<file path="config.mk">
export PLATFORM = sky130hd
export DESIGN_NAME = button_parameter_tuner
export DESIGN_NICKNAME = d
export VERILOG_FILES = /design/src/bpt_pkg.sv /design/src/bpt_table.sv /design/src/button_parameter_tuner.sv
export SDC_FILE = /design/constraint.sdc
export NUM_CORES = 2
export LEC_CHECK = 0
export ABC_AREA = 0
export BUFFER_PORTS_ARGS = -buffer_cell sky130_fd_sc_hd__buf_2
export CAP_MARGIN = 20
export CORE_MARGIN = 1.5
export CORE_UTILIZATION = 55
export DETAILED_ROUTE_END_ITERATION = 7
export PLACE_DENSITY = 0.84
export SYNTH_ARGS = -nofsm -noshare
export SYNTH_HDL_FRONTEND = slang
export SYNTH_SLANG_ARGS = --single-unit
</file>
<file path="constraint.sdc">
create_clock -name i_clk -period 15.8 [get_ports i_clk]
set_input_delay 1.58 -clock i_clk [delete_from_list [all_inputs] [get_ports i_clk]]
set_output_delay 1.58 -clock i_clk [all_outputs]
set_load 0.01 [all_outputs]
</file>
<file path="src/bpt_pkg.sv">
`timescale 1ns / 1ps

package bpt_pkg;

    // Table size and field widths.
    localparam int MAX_ENTRIES = 8;
    localparam int IDX_W       = $clog2(MAX_ENTRIES);
    localparam int CNT_W       = $clog2(MAX_ENTRIES + 1);
    localparam int VAL_W       = 32;
    localparam int STEP_W      = 31;
    localparam int TICK_W      = 16;
    localparam int CFG_IDX_W   = 1;
    localparam int CMD_W       = 2;
    localparam int S_TDATA_W   = 136;
    localparam int M_TDATA_W   = 80;

    // Command carried in tuser of the input word.
    typedef enum logic [CMD_W-1:0] {
        CMD_TICK  = 2'd0,
        CMD_REG   = 2'd1,
        CMD_READ  = 2'd2,
        CMD_SPARE = 2'd3
    } t_cmd;

    // Configuration register indexes.
    typedef enum logic [CFG_IDX_W-1:0] {
        CFG_LONG_PRESS = 1'b0,
        CFG_REFRESH    = 1'b1
    } t_cfg_idx;

    // Sequencer states.
    typedef enum logic [1:0] {
        ST_IDLE,
        ST_CTRL,
        ST_INC,
        ST_DEC
    } t_state;

    // Entry fields of an input word.
    typedef struct packed {
        logic signed [VAL_W-1:0] lower;
        logic signed [VAL_W-1:0] upper;
        logic [STEP_W-1:0]       step;
        logic signed [VAL_W-1:0] start;
    } t_entry;

    // Limits and step as held in the limit memory.
    typedef struct packed {
        logic signed [VAL_W-1:0] lower;
        logic signed [VAL_W-1:0] upper;
        logic [STEP_W-1:0]       step;
    } t_limits;

    // Input tdata layout, last field in the lowest bits.
    typedef struct packed {
        logic [2:0]              pad;
        logic [IDX_W-1:0]        read_slot;
        logic signed [VAL_W-1:0] entry_initial;
        logic [STEP_W-1:0]       entry_increment;
        logic signed [VAL_W-1:0] entry_upper;
        logic signed [VAL_W-1:0] entry_lower;
        logic                    key_three_rise;
        logic                    key_two_rise;
        logic                    key_one_down;
    } t_s_word;

    // Output tdata layout, last field in the lowest bits.
    typedef struct packed {
        logic [4:0]              pad;
        logic                    register_refused;
        logic [CNT_W-1:0]        entry_count;
        logic signed [VAL_W-1:0] read_result;
        logic                    refresh_pulse;
        logic                    stop_pulse;
        logic signed [VAL_W-1:0] current_setting;
        logic [IDX_W-1:0]        current_slot;
        logic                    tuning_on;
    } t_m_word;

    // Control from the sequencer to the value table.
    typedef struct packed {
        logic             rd_en;
        logic [IDX_W-1:0] rd_sel;
        logic [IDX_W-1:0] rd_slot;
        logic             reg_en;
        logic [IDX_W-1:0] reg_addr;
        logic             fwd;
        logic             inc_en;
        logic             up;
        logic             dn;
        logic             wb_en;
    } t_tbl_ctl;

endpackage

</file>
<file path="src/bpt_table.sv">
`timescale 1ns / 1ps

module bpt_table (
    input  logic                             i_clk,
    input  bpt_pkg::t_tbl_ctl                i_ctl,
    input  bpt_pkg::t_entry                  i_entry,
    output logic signed [bpt_pkg::VAL_W-1:0] o_setting,
    output logic signed [bpt_pkg::VAL_W-1:0] o_read
);
    import bpt_pkg::*;

    localparam int WIDE_W = VAL_W + 2;

    // Setting memory with two read ports, limit memory with one.
    logic signed [VAL_W-1:0] r_set_mem [MAX_ENTRIES];
    t_limits                 r_lim_mem [MAX_ENTRIES];

    logic signed [VAL_W-1:0] r_rd_a;
    logic signed [VAL_W-1:0] r_rd_b;
    t_limits                 r_lim;
    logic                    r_fwd;
    logic [IDX_W-1:0]        r_wb_addr;
    logic signed [VAL_W-1:0] r_mid;

    logic signed [VAL_W-1:0]  base;
    logic signed [WIDE_W-1:0] step_w;
    logic signed [WIDE_W-1:0] sum_w;
    logic signed [WIDE_W-1:0] diff_w;
    logic signed [VAL_W-1:0]  inc_val;
    logic                     wr_en;
    logic [IDX_W-1:0]         wr_addr;
    logic signed [VAL_W-1:0]  wr_data;

    // A registration that writes the entry being read hands its start value on.
    assign base   = r_fwd ? i_entry.start : r_rd_a;
    assign step_w = $signed({3'b000, r_lim.step});

    // Increment stage: wide sum, clamped to the upper limit.
    assign sum_w   = WIDE_W'(base) + step_w;
    assign inc_val = (sum_w <= WIDE_W'(r_lim.upper)) ? sum_w[VAL_W-1:0] : r_lim.upper;

    // Decrement stage: wide difference, clamped to the lower limit.
    assign diff_w = WIDE_W'(r_mid) - step_w;

    always_comb begin
        if (!i_ctl.dn) begin
            o_setting = r_mid;
        end else if (diff_w >= WIDE_W'(r_lim.lower)) begin
            o_setting = diff_w[VAL_W-1:0];
        end else begin
            o_setting = r_lim.lower;
        end
    end

    assign o_read = r_rd_b;

    // Single write port shared by registration and write-back.
    assign wr_en   = i_ctl.reg_en | i_ctl.wb_en;
    assign wr_addr = i_ctl.reg_en ? i_ctl.reg_addr : r_wb_addr;
    assign wr_data = i_ctl.reg_en ? i_entry.start : o_setting;

    always_ff @(posedge i_clk) begin
        if (wr_en) begin
            r_set_mem[wr_addr] <= wr_data;
        end
        if (i_ctl.reg_en) begin
            r_lim_mem[i_ctl.reg_addr] <= '{lower: i_entry.lower,
                                           upper: i_entry.upper,
                                           step:  i_entry.step};
        end
    end

    // Registered reads.
    always_ff @(posedge i_clk) begin
        if (i_ctl.rd_en) begin
            r_rd_a    <= r_set_mem[i_ctl.rd_sel];
            r_rd_b    <= r_set_mem[i_ctl.rd_slot];
            r_lim     <= r_lim_mem[i_ctl.rd_sel];
            r_fwd     <= i_ctl.fwd;
            r_wb_addr <= i_ctl.rd_sel;
        end
    end

    // Intermediate value between the two clamp stages.
    always_ff @(posedge i_clk) begin
        if (i_ctl.inc_en) begin
            r_mid <= i_ctl.up ? inc_val : base;
        end
    end

endmodule

</file>
<file path="src/button_parameter_tuner.sv">
`timescale 1ns / 1ps

// Button parameter tuner. Holds a table of up to MAX_ENTRIES tunable values,
// each with its own limits and step, in block memories, and turns key ticks
// into tuning-mode changes, selection moves and clamped steps of the selected
// value. Each input word yields one output word. A word passes through
// acceptance, the key and counter update with the table read, the increment
// clamp, and the decrement clamp with the write-back to the setting memory.
// A new word is accepted while the previous result waits in the output
// register, but the last step holds until that register is free. Table
// entries are valid only once registered; no clearing pass runs after reset.
// Configuration writes are taken at any time through the write port.
module button_parameter_tuner (
    input  logic                                  i_clk,
    input  logic                                  i_rst_n,
    // Input words.
    input  logic                                  i_s_tvalid,
    output logic                                  o_s_tready,
    // key_one_down, key_two_rise, key_three_rise, entry_lower, entry_upper,
    // entry_increment, entry_initial, read_slot, zero fill
    input  logic [bpt_pkg::S_TDATA_W-1:0]         i_s_tdata,
    // command
    input  logic [bpt_pkg::CMD_W-1:0]             i_s_tuser,
    // Output words.
    output logic                                  o_m_tvalid,
    input  logic                                  i_m_tready,
    // tuning_on, current_slot, current_setting, stop_pulse, refresh_pulse,
    // read_result, entry_count, register_refused, zero fill
    output logic [bpt_pkg::M_TDATA_W-1:0]         o_m_tdata,
    // Configuration writes.
    input  logic                                  i_cfg_we,
    input  logic [bpt_pkg::CFG_IDX_W-1:0]         i_cfg_index,
    input  logic [bpt_pkg::TICK_W-1:0]            i_cfg_wdata
);
    import bpt_pkg::*;

    // Configuration registers.
    logic [TICK_W-1:0] r_long_ticks;
    logic [TICK_W-1:0] r_ref_period;

    // Control state.
    t_state            r_state, n_state;
    logic              r_mode, n_mode;
    logic [IDX_W-1:0]  r_sel, n_sel;
    logic [CNT_W-1:0]  r_filled, n_filled;
    logic [TICK_W-1:0] r_hold, n_hold;
    logic              r_long_done, n_long_done;
    logic [TICK_W-1:0] r_ref_cnt, n_ref_cnt;

    // Accepted word.
    t_cmd              r_cmd;
    logic              r_k1, r_k2, r_k3;
    t_entry            r_entry;
    logic [IDX_W-1:0]  r_slot;

    // Per-word flags.
    logic              r_stop, n_stop;
    logic              r_refresh, n_refresh;
    logic              r_refused, n_refused;
    logic              r_apply, n_apply;
    logic              r_up, r_dn;

    // Output register.
    logic              r_out_valid;
    t_m_word           r_out;

    t_s_word                 s_word;
    t_tbl_ctl                tbl_ctl;
    logic signed [VAL_W-1:0] tbl_setting;
    logic signed [VAL_W-1:0] tbl_read;
    logic                    accept;
    logic                    out_free;
    logic                    full;
    logic [TICK_W-1:0]       hold_inc;
    logic [TICK_W-1:0]       ref_inc;
    logic [IDX_W-1:0]        sel_next;
    t_m_word                 result;

    assign s_word     = t_s_word'(i_s_tdata);
    assign o_s_tready = (r_state == ST_IDLE);
    assign accept     = i_s_tvalid & o_s_tready;
    assign out_free   = !r_out_valid || i_m_tready;
    assign o_m_tvalid = r_out_valid;
    assign o_m_tdata  = r_out;

    assign full     = (r_filled >= CNT_W'(MAX_ENTRIES));
    assign hold_inc = (r_hold != '1) ? r_hold + TICK_W'(1) : r_hold;
    assign ref_inc  = r_ref_cnt + TICK_W'(1);
    assign sel_next = (({1'b0, r_sel} + CNT_W'(1)) == r_filled) ? '0 : r_sel + IDX_W'(1);

    // Configuration registers.
    always_ff @(posedge i_clk) begin
        if (!i_rst_n) begin
            r_long_ticks <= TICK_W'(1000);
            r_ref_period <= TICK_W'(100);
        end else if (i_cfg_we) begin
            unique case (t_cfg_idx'(i_cfg_index))
                CFG_LONG_PRESS: r_long_ticks <= i_cfg_wdata;
                CFG_REFRESH:    r_ref_period <= i_cfg_wdata;
                default:        r_long_ticks <= r_long_ticks;
            endcase
        end
    end

    // Key one, selection, refresh counter and table fill for one word.
    always_comb begin
        n_mode      = r_mode;
        n_sel       = r_sel;
        n_filled    = r_filled;
        n_hold      = r_hold;
        n_long_done = r_long_done;
        n_ref_cnt   = r_ref_cnt;
        n_stop      = 1'b0;
        n_refresh   = 1'b0;
        n_refused   = 1'b0;
        n_apply     = 1'b0;
        unique case (r_cmd) inside
            CMD_TICK: begin
                if (r_filled != '0) begin
                    if (r_k1) begin
                        n_hold = hold_inc;
                        if (hold_inc >= r_long_ticks && !r_long_done) begin
                            n_long_done = 1'b1;
                            if (r_mode) begin
                                n_mode = 1'b0;
                            end else begin
                                n_mode = 1'b1;
                                n_sel  = '0;
                                n_stop = 1'b1;
                            end
                        end
                    end else begin
                        // Short press acts on its release.
                        if (r_mode && r_hold != '0 && !r_long_done) begin
                            n_sel = sel_next;
                        end
                        n_hold      = '0;
                        n_long_done = 1'b0;
                    end
                    // A tick that leaves tuning mode is still served.
                    if (r_mode) begin
                        n_apply = 1'b1;
                        if (ref_inc >= r_ref_period) begin
                            n_ref_cnt = '0;
                            n_refresh = 1'b1;
                        end else begin
                            n_ref_cnt = ref_inc;
                        end
                    end
                end
            end
            CMD_REG: begin
                if (full) begin
                    n_refused = 1'b1;
                end else begin
                    n_filled = r_filled + CNT_W'(1);
                end
            end
            CMD_READ, CMD_SPARE: begin
                n_apply = 1'b0;
            end
            default: begin
                n_apply = 1'b0;
            end
        endcase
    end

    // Sequencer: next state and table control.
    always_comb begin
        n_state          = r_state;
        tbl_ctl          = '0;
        tbl_ctl.rd_sel   = n_sel;
        tbl_ctl.rd_slot  = r_slot;
        tbl_ctl.reg_addr = r_filled[IDX_W-1:0];
        tbl_ctl.up       = r_up;
        tbl_ctl.dn       = r_dn;
        unique case (r_state)
            ST_IDLE: begin
                if (accept) begin
                    n_state = ST_CTRL;
                end
            end
            ST_CTRL: begin
                tbl_ctl.rd_en  = 1'b1;
                tbl_ctl.reg_en = (r_cmd == CMD_REG) && !full;
                tbl_ctl.fwd    = tbl_ctl.reg_en && (r_filled[IDX_W-1:0] == n_sel);
                n_state        = ST_INC;
            end
            ST_INC: begin
                tbl_ctl.inc_en = 1'b1;
                n_state        = ST_DEC;
            end
            ST_DEC: begin
                if (out_free) begin
                    tbl_ctl.wb_en = r_apply;
                    n_state       = ST_IDLE;
                end
            end
            default: begin
                n_state = ST_IDLE;
            end
        endcase
    end

    always_ff @(posedge i_clk) begin
        if (!i_rst_n) begin
            r_state <= ST_IDLE;
        end else begin
            r_state <= n_state;
        end
    end

    // Control state update in the control step.
    always_ff @(posedge i_clk) begin
        if (!i_rst_n) begin
            r_mode      <= 1'b0;
            r_sel       <= '0;
            r_filled    <= '0;
            r_hold      <= '0;
            r_long_done <= 1'b0;
            r_ref_cnt   <= '0;
        end else if (r_state == ST_CTRL) begin
            r_mode      <= n_mode;
            r_sel       <= n_sel;
            r_filled    <= n_filled;
            r_hold      <= n_hold;
            r_long_done <= n_long_done;
            r_ref_cnt   <= n_ref_cnt;
        end
    end

    // Word capture and per-word flags.
    always_ff @(posedge i_clk) begin
        if (accept) begin
            r_cmd   <= t_cmd'(i_s_tuser);
            r_k1    <= s_word.key_one_down;
            r_k2    <= s_word.key_two_rise;
            r_k3    <= s_word.key_three_rise;
            r_entry <= '{lower: s_word.entry_lower,
                         upper: s_word.entry_upper,
                         step:  s_word.entry_increment,
                         start: s_word.entry_initial};
            r_slot  <= s_word.read_slot;
        end
        if (r_state == ST_CTRL) begin
            r_stop    <= n_stop;
            r_refresh <= n_refresh;
            r_refused <= n_refused;
            r_apply   <= n_apply;
            r_up      <= n_apply & r_k2;
            r_dn      <= n_apply & r_k3;
        end
    end

    bpt_table u_table (
        .i_clk     (i_clk),
        .i_ctl     (tbl_ctl),
        .i_entry   (r_entry),
        .o_setting (tbl_setting),
        .o_read    (tbl_read)
    );

    // Result word assembly.
    always_comb begin
        result                  = '0;
        result.tuning_on        = r_mode;
        result.current_slot     = r_sel;
        result.current_setting  = (r_filled != '0) ? tbl_setting : '0;
        result.stop_pulse       = r_stop;
        result.refresh_pulse    = r_refresh;
        result.read_result      = ((r_cmd == CMD_READ) && ({1'b0, r_slot} < r_filled))
                                  ? tbl_read : '0;
        result.entry_count      = r_filled;
        result.register_refused = r_refused;
    end

    // Output register.
    always_ff @(posedge i_clk) begin
        if (!i_rst_n) begin
            r_out_valid <= 1'b0;
        end else if (r_state == ST_DEC && out_free) begin
            r_out_valid <= 1'b1;
        end else if (i_m_tready) begin
            r_out_valid <= 1'b0;
        end
    end

    always_ff @(posedge i_clk) begin
        if (r_state == ST_DEC && out_free) begin
            r_out <= result;
        end
    end

    // Checks.
    a_sel_in_table: assert property (@(posedge i_clk) disable iff (!i_rst_n)
        (r_filled != '0) |-> ({1'b0, r_sel} < r_filled))
        else $error("selection points past the filled part of the table");

    a_fill_bound: assert property (@(posedge i_clk) disable iff (!i_rst_n)
        r_filled <= CNT_W'(MAX_ENTRIES))
        else $error("table fill count beyond capacity");

    a_stop_in_mode: assert property (@(posedge i_clk) disable iff (!i_rst_n)
        (r_out_valid && r_out.stop_pulse) |-> r_out.tuning_on)
        else $error("stop pulse without tuning mode");

    a_refused_full: assert property (@(posedge i_clk) disable iff (!i_rst_n)
        (r_out_valid && r_out.register_refused)
        |-> (r_out.entry_count == CNT_W'(MAX_ENTRIES)))
        else $error("registration refused while table has room");

endmodule

</file>
==> flow_summary.toml <==
[outcome]
status = "finished clean"

[layout]
drive_gt1_share_pct = 13.37
diodes = 0
layout.nets = 5498
fill_cells = 8328
area_growth_pct = 11.15
fin_cells = 6822

[timing]
tightest_slew_ns = 1.224
rsz0062_at_grt = "false"
setup_viol_count_final = 0
clock_skew_ns = 0.02986
min_period_ns = 7.631
final_hold_viol_count = 0
tns_ns = 0
period_share_pct = 48.30
clock.fmax_ghz = 0.1311
drv_slew = 0
slew_headroom_pct = 18.38
whs_ns = 0.4265

[placed_design]
dp_hpwl_um = 99310
io_buffers = 233
gp_congestion = 0.9544
dp_cells = 6549

[synthesis]
synth_area_um2 = 65220
ys_top_cells_by_count = "edfxtp_1, nand2_1, nand3_1, a21oi_1, ha_1"
synth_edf_count = 1427
yosysTopAreaCell = "edfxtp_1"
yosysUniqueCellTypes = 81
postSynthAreaPerCell_um2 = 13.04
post-synth-top-count-cell = "edfxtp_1"
netlist_top_cells_area = "edfxtp_1, nand2_1, ha_1, nand3_1, dfxtp_1"
yosys_warnings = 0
synth_ff_type = "edfxtp_1"
netlist_instances = 5000
ys_ff_latch = 1503
synth_top_area_share_pct = 65.70
async_flop_share_pct = 0
ys_seq_area_share_pct = 68.04

[clock_tree]
numCtsBuffers = 149
htree_levels = 4
ctsRootBufferMaster = "clkbuf_16"
cts_tree = "yes"
hold_buffers = 0
cts.clk_slew.worst_paths_ns = 0.06
cts.sinks = 1503
insertion_delay_ns = 0.80
post_cts_resized = 0
post-cts-setup-buffers = 0
clockBufferDepth = 3

[grt]
gr-total-overflow = 0
grt_first_pass_wirelength_um = 247000
grt_max_degree = 196
first_global_vias = 41590
antenna_found_initial = 2
grtUsageTotal_pct = 27.02

[drt]
route.detailed.drc = 0
wire_per_inst_um = 24.17
vias = 42699
drt-vias-per-instance = 6.259
drt-pass1-iter-count = 7
finalWirelength_um = 164900
ant_nets = 0
drtIter0Drc = 5941

[setup_path]
setup.worst_path.start_class = "register"
critPathMaxStageDelay_ns = 0.81
cp_cell_sequence = "and3_1 -> nand4_1 -> nor2_1 -> and4_1 -> nand2b_1 -> and3_1 -> nand3_1 -> nor3_1 -> or2_2 -> ha_1 -> nand4_1 -> or4_1 -> o22ai_1 -> o21ai_1 -> a21oi_1 -> o21a_4 -> clkinv_8 -> nor2_4 -> buf_4 -> a221oi_1 -> o21ai_1"
arrival_ns = 8.22
critPathMaxFanout = 130
critPathSlowestCell = "buf_4"
cp.required_ns = 16.39
critPathKind = "register to register"
end_kind = "register"

[floorplanning]
core_area_um2 = 117800
rows = 126
die_h_um = 347.4
initial_core_util_pct = 55.38
dieArea_um2 = 120700
ios = 242
die_w_um = 347.4

[pwr]
p_leak_nw = 26.16
ir_drop_mv = 0.1500
powerDensity_nw_per_um2 = 171.6

[worst_hold_path]
hp-class = "register to register"

[flow_run]
maxCapViolations = 0
[placed cells by master (no fill, tap or decap), types with 48 or more instances in the layout]
master and count:
mux2_2 70, nor2b_1 48, nand2_1 962, a21o_1 54, inv_1 159, mux4_2 64
ha_1 171, o21ai_1 126, edfxtp_1 1427, o21ai_0 62, buf_2 233, clkbuf_16 154
xnor2_1 59, a221oi_1 117, dfxtp_1 76, nand3_1 409, buf_4 60, nor2_1 150
a21oi_1 269, mux2i_1 50
[final cells by class]
class	instances	area (um2)	area share, %
repair buffers	296	1677	2.313
clock buffers	187	3998	5.515
well taps	1536	1922	2.651
clock inverters	86	818.3	1.129
flip-flops and latches	1503	44370	61.21
multi-input cells	3053	19090	26.33
inverters	161	619.3	0.8544
[cells by family (layout without fill, tap and decap cells)]
kind of cell / after synthesis / after routing / share of synthesized area (%)
AOI/OAI and AO/OA: 843 / 843 / 8.401
xor gates and xnor gates: 88 / 88 / 1.182
adders and majority gates: 174 / 174 / 3.361
buffers and inverters: 448 / 730 / 3.037
DFF: 1503 / 1503 / 68.04
muxes: 184 / 184 / 4.186
other: 1 / 5 / 0.005750
and+or+nand+nor: 1759 / 1759 / 11.79
[sequential cells by signal, indices dropped and copies added (netlist names), 2 cells and up]
signal / cells
u_table.r_lim_mem: 760
u_table.r_set_mem: 256
r_entry: 127
u_table.r_lim: 95
o_m_tdata: 75
u_table.o_read: 32
u_table.r_mid: 32
u_table.r_rd_a: 32
r_hold: 16
r_long_ticks: 16
r_ref_cnt: 16
r_ref_period: 16
r_filled: 4
r_sel: 3
r_slot: 3
u_table.r_wb_addr: 3
r_cmd: 2
r_state: 2
[power by group]
| group | internal [mW] | switching [mW] |
|---|---|---|
| sequential | 5.21 | 0.362 |
| clock | 2.00 | 1.51 |
| combinational | 1.22 | 2.14 |
| total | 8.43 | 4.01 |
[through the flow]
stage                     power [mW]  instance area, um2  utilization (%)  setup slack, ns
final                          12.44               72490            61.56            8.169
after detailed placement       8.897               67680            57.47            8.321
after floorplan                7.836               65240                -            3.471
after global placement         8.793               67680            57.47            8.467
after CTS                      12.38               72490            61.56            8.279
after global routing           12.94               72490            61.56            7.667
[final timing paths]
check,startpoint,endpoint,slack [ns],depth (start not counted)
max,r_hold[4]$_SDFFE_PN0P_,u_table.r_rd_a[10]$_DFFE_PN_,8.17,21
min,r_refused$_SDFFCE_PN0N_,o_m_tdata[74]$_DFFE_PP_,0.43,0
max reg2reg,r_hold[4]$_SDFFE_PN0P_,u_table.r_rd_a[10]$_DFFE_PN_,8.17,21
min reg2reg,r_refused$_SDFFCE_PN0N_,o_m_tdata[74]$_DFFE_PP_,0.43,0
[worst max-delay path, delay by kind of cell (launching register included)]
family,cells,cell delay [ns]
compound gates,6,1.72
fa+ha+maj,1,0.30
buf+inv,2,1.38
flops,1,0.48
simple gates,12,3.34
[metal layers]
metal	part of all wire [%]	vias up	routed length [um]	GRT usage [%]
li1	-	18858	-	-
met1	37	20713	61710	35.98
met2	48	2731	79110	43.73
met3	11	397	18100	5.274
met4	3.6	0	5958	11.22
met5	0	-	0	0
(Power assumes the default switching activity.)
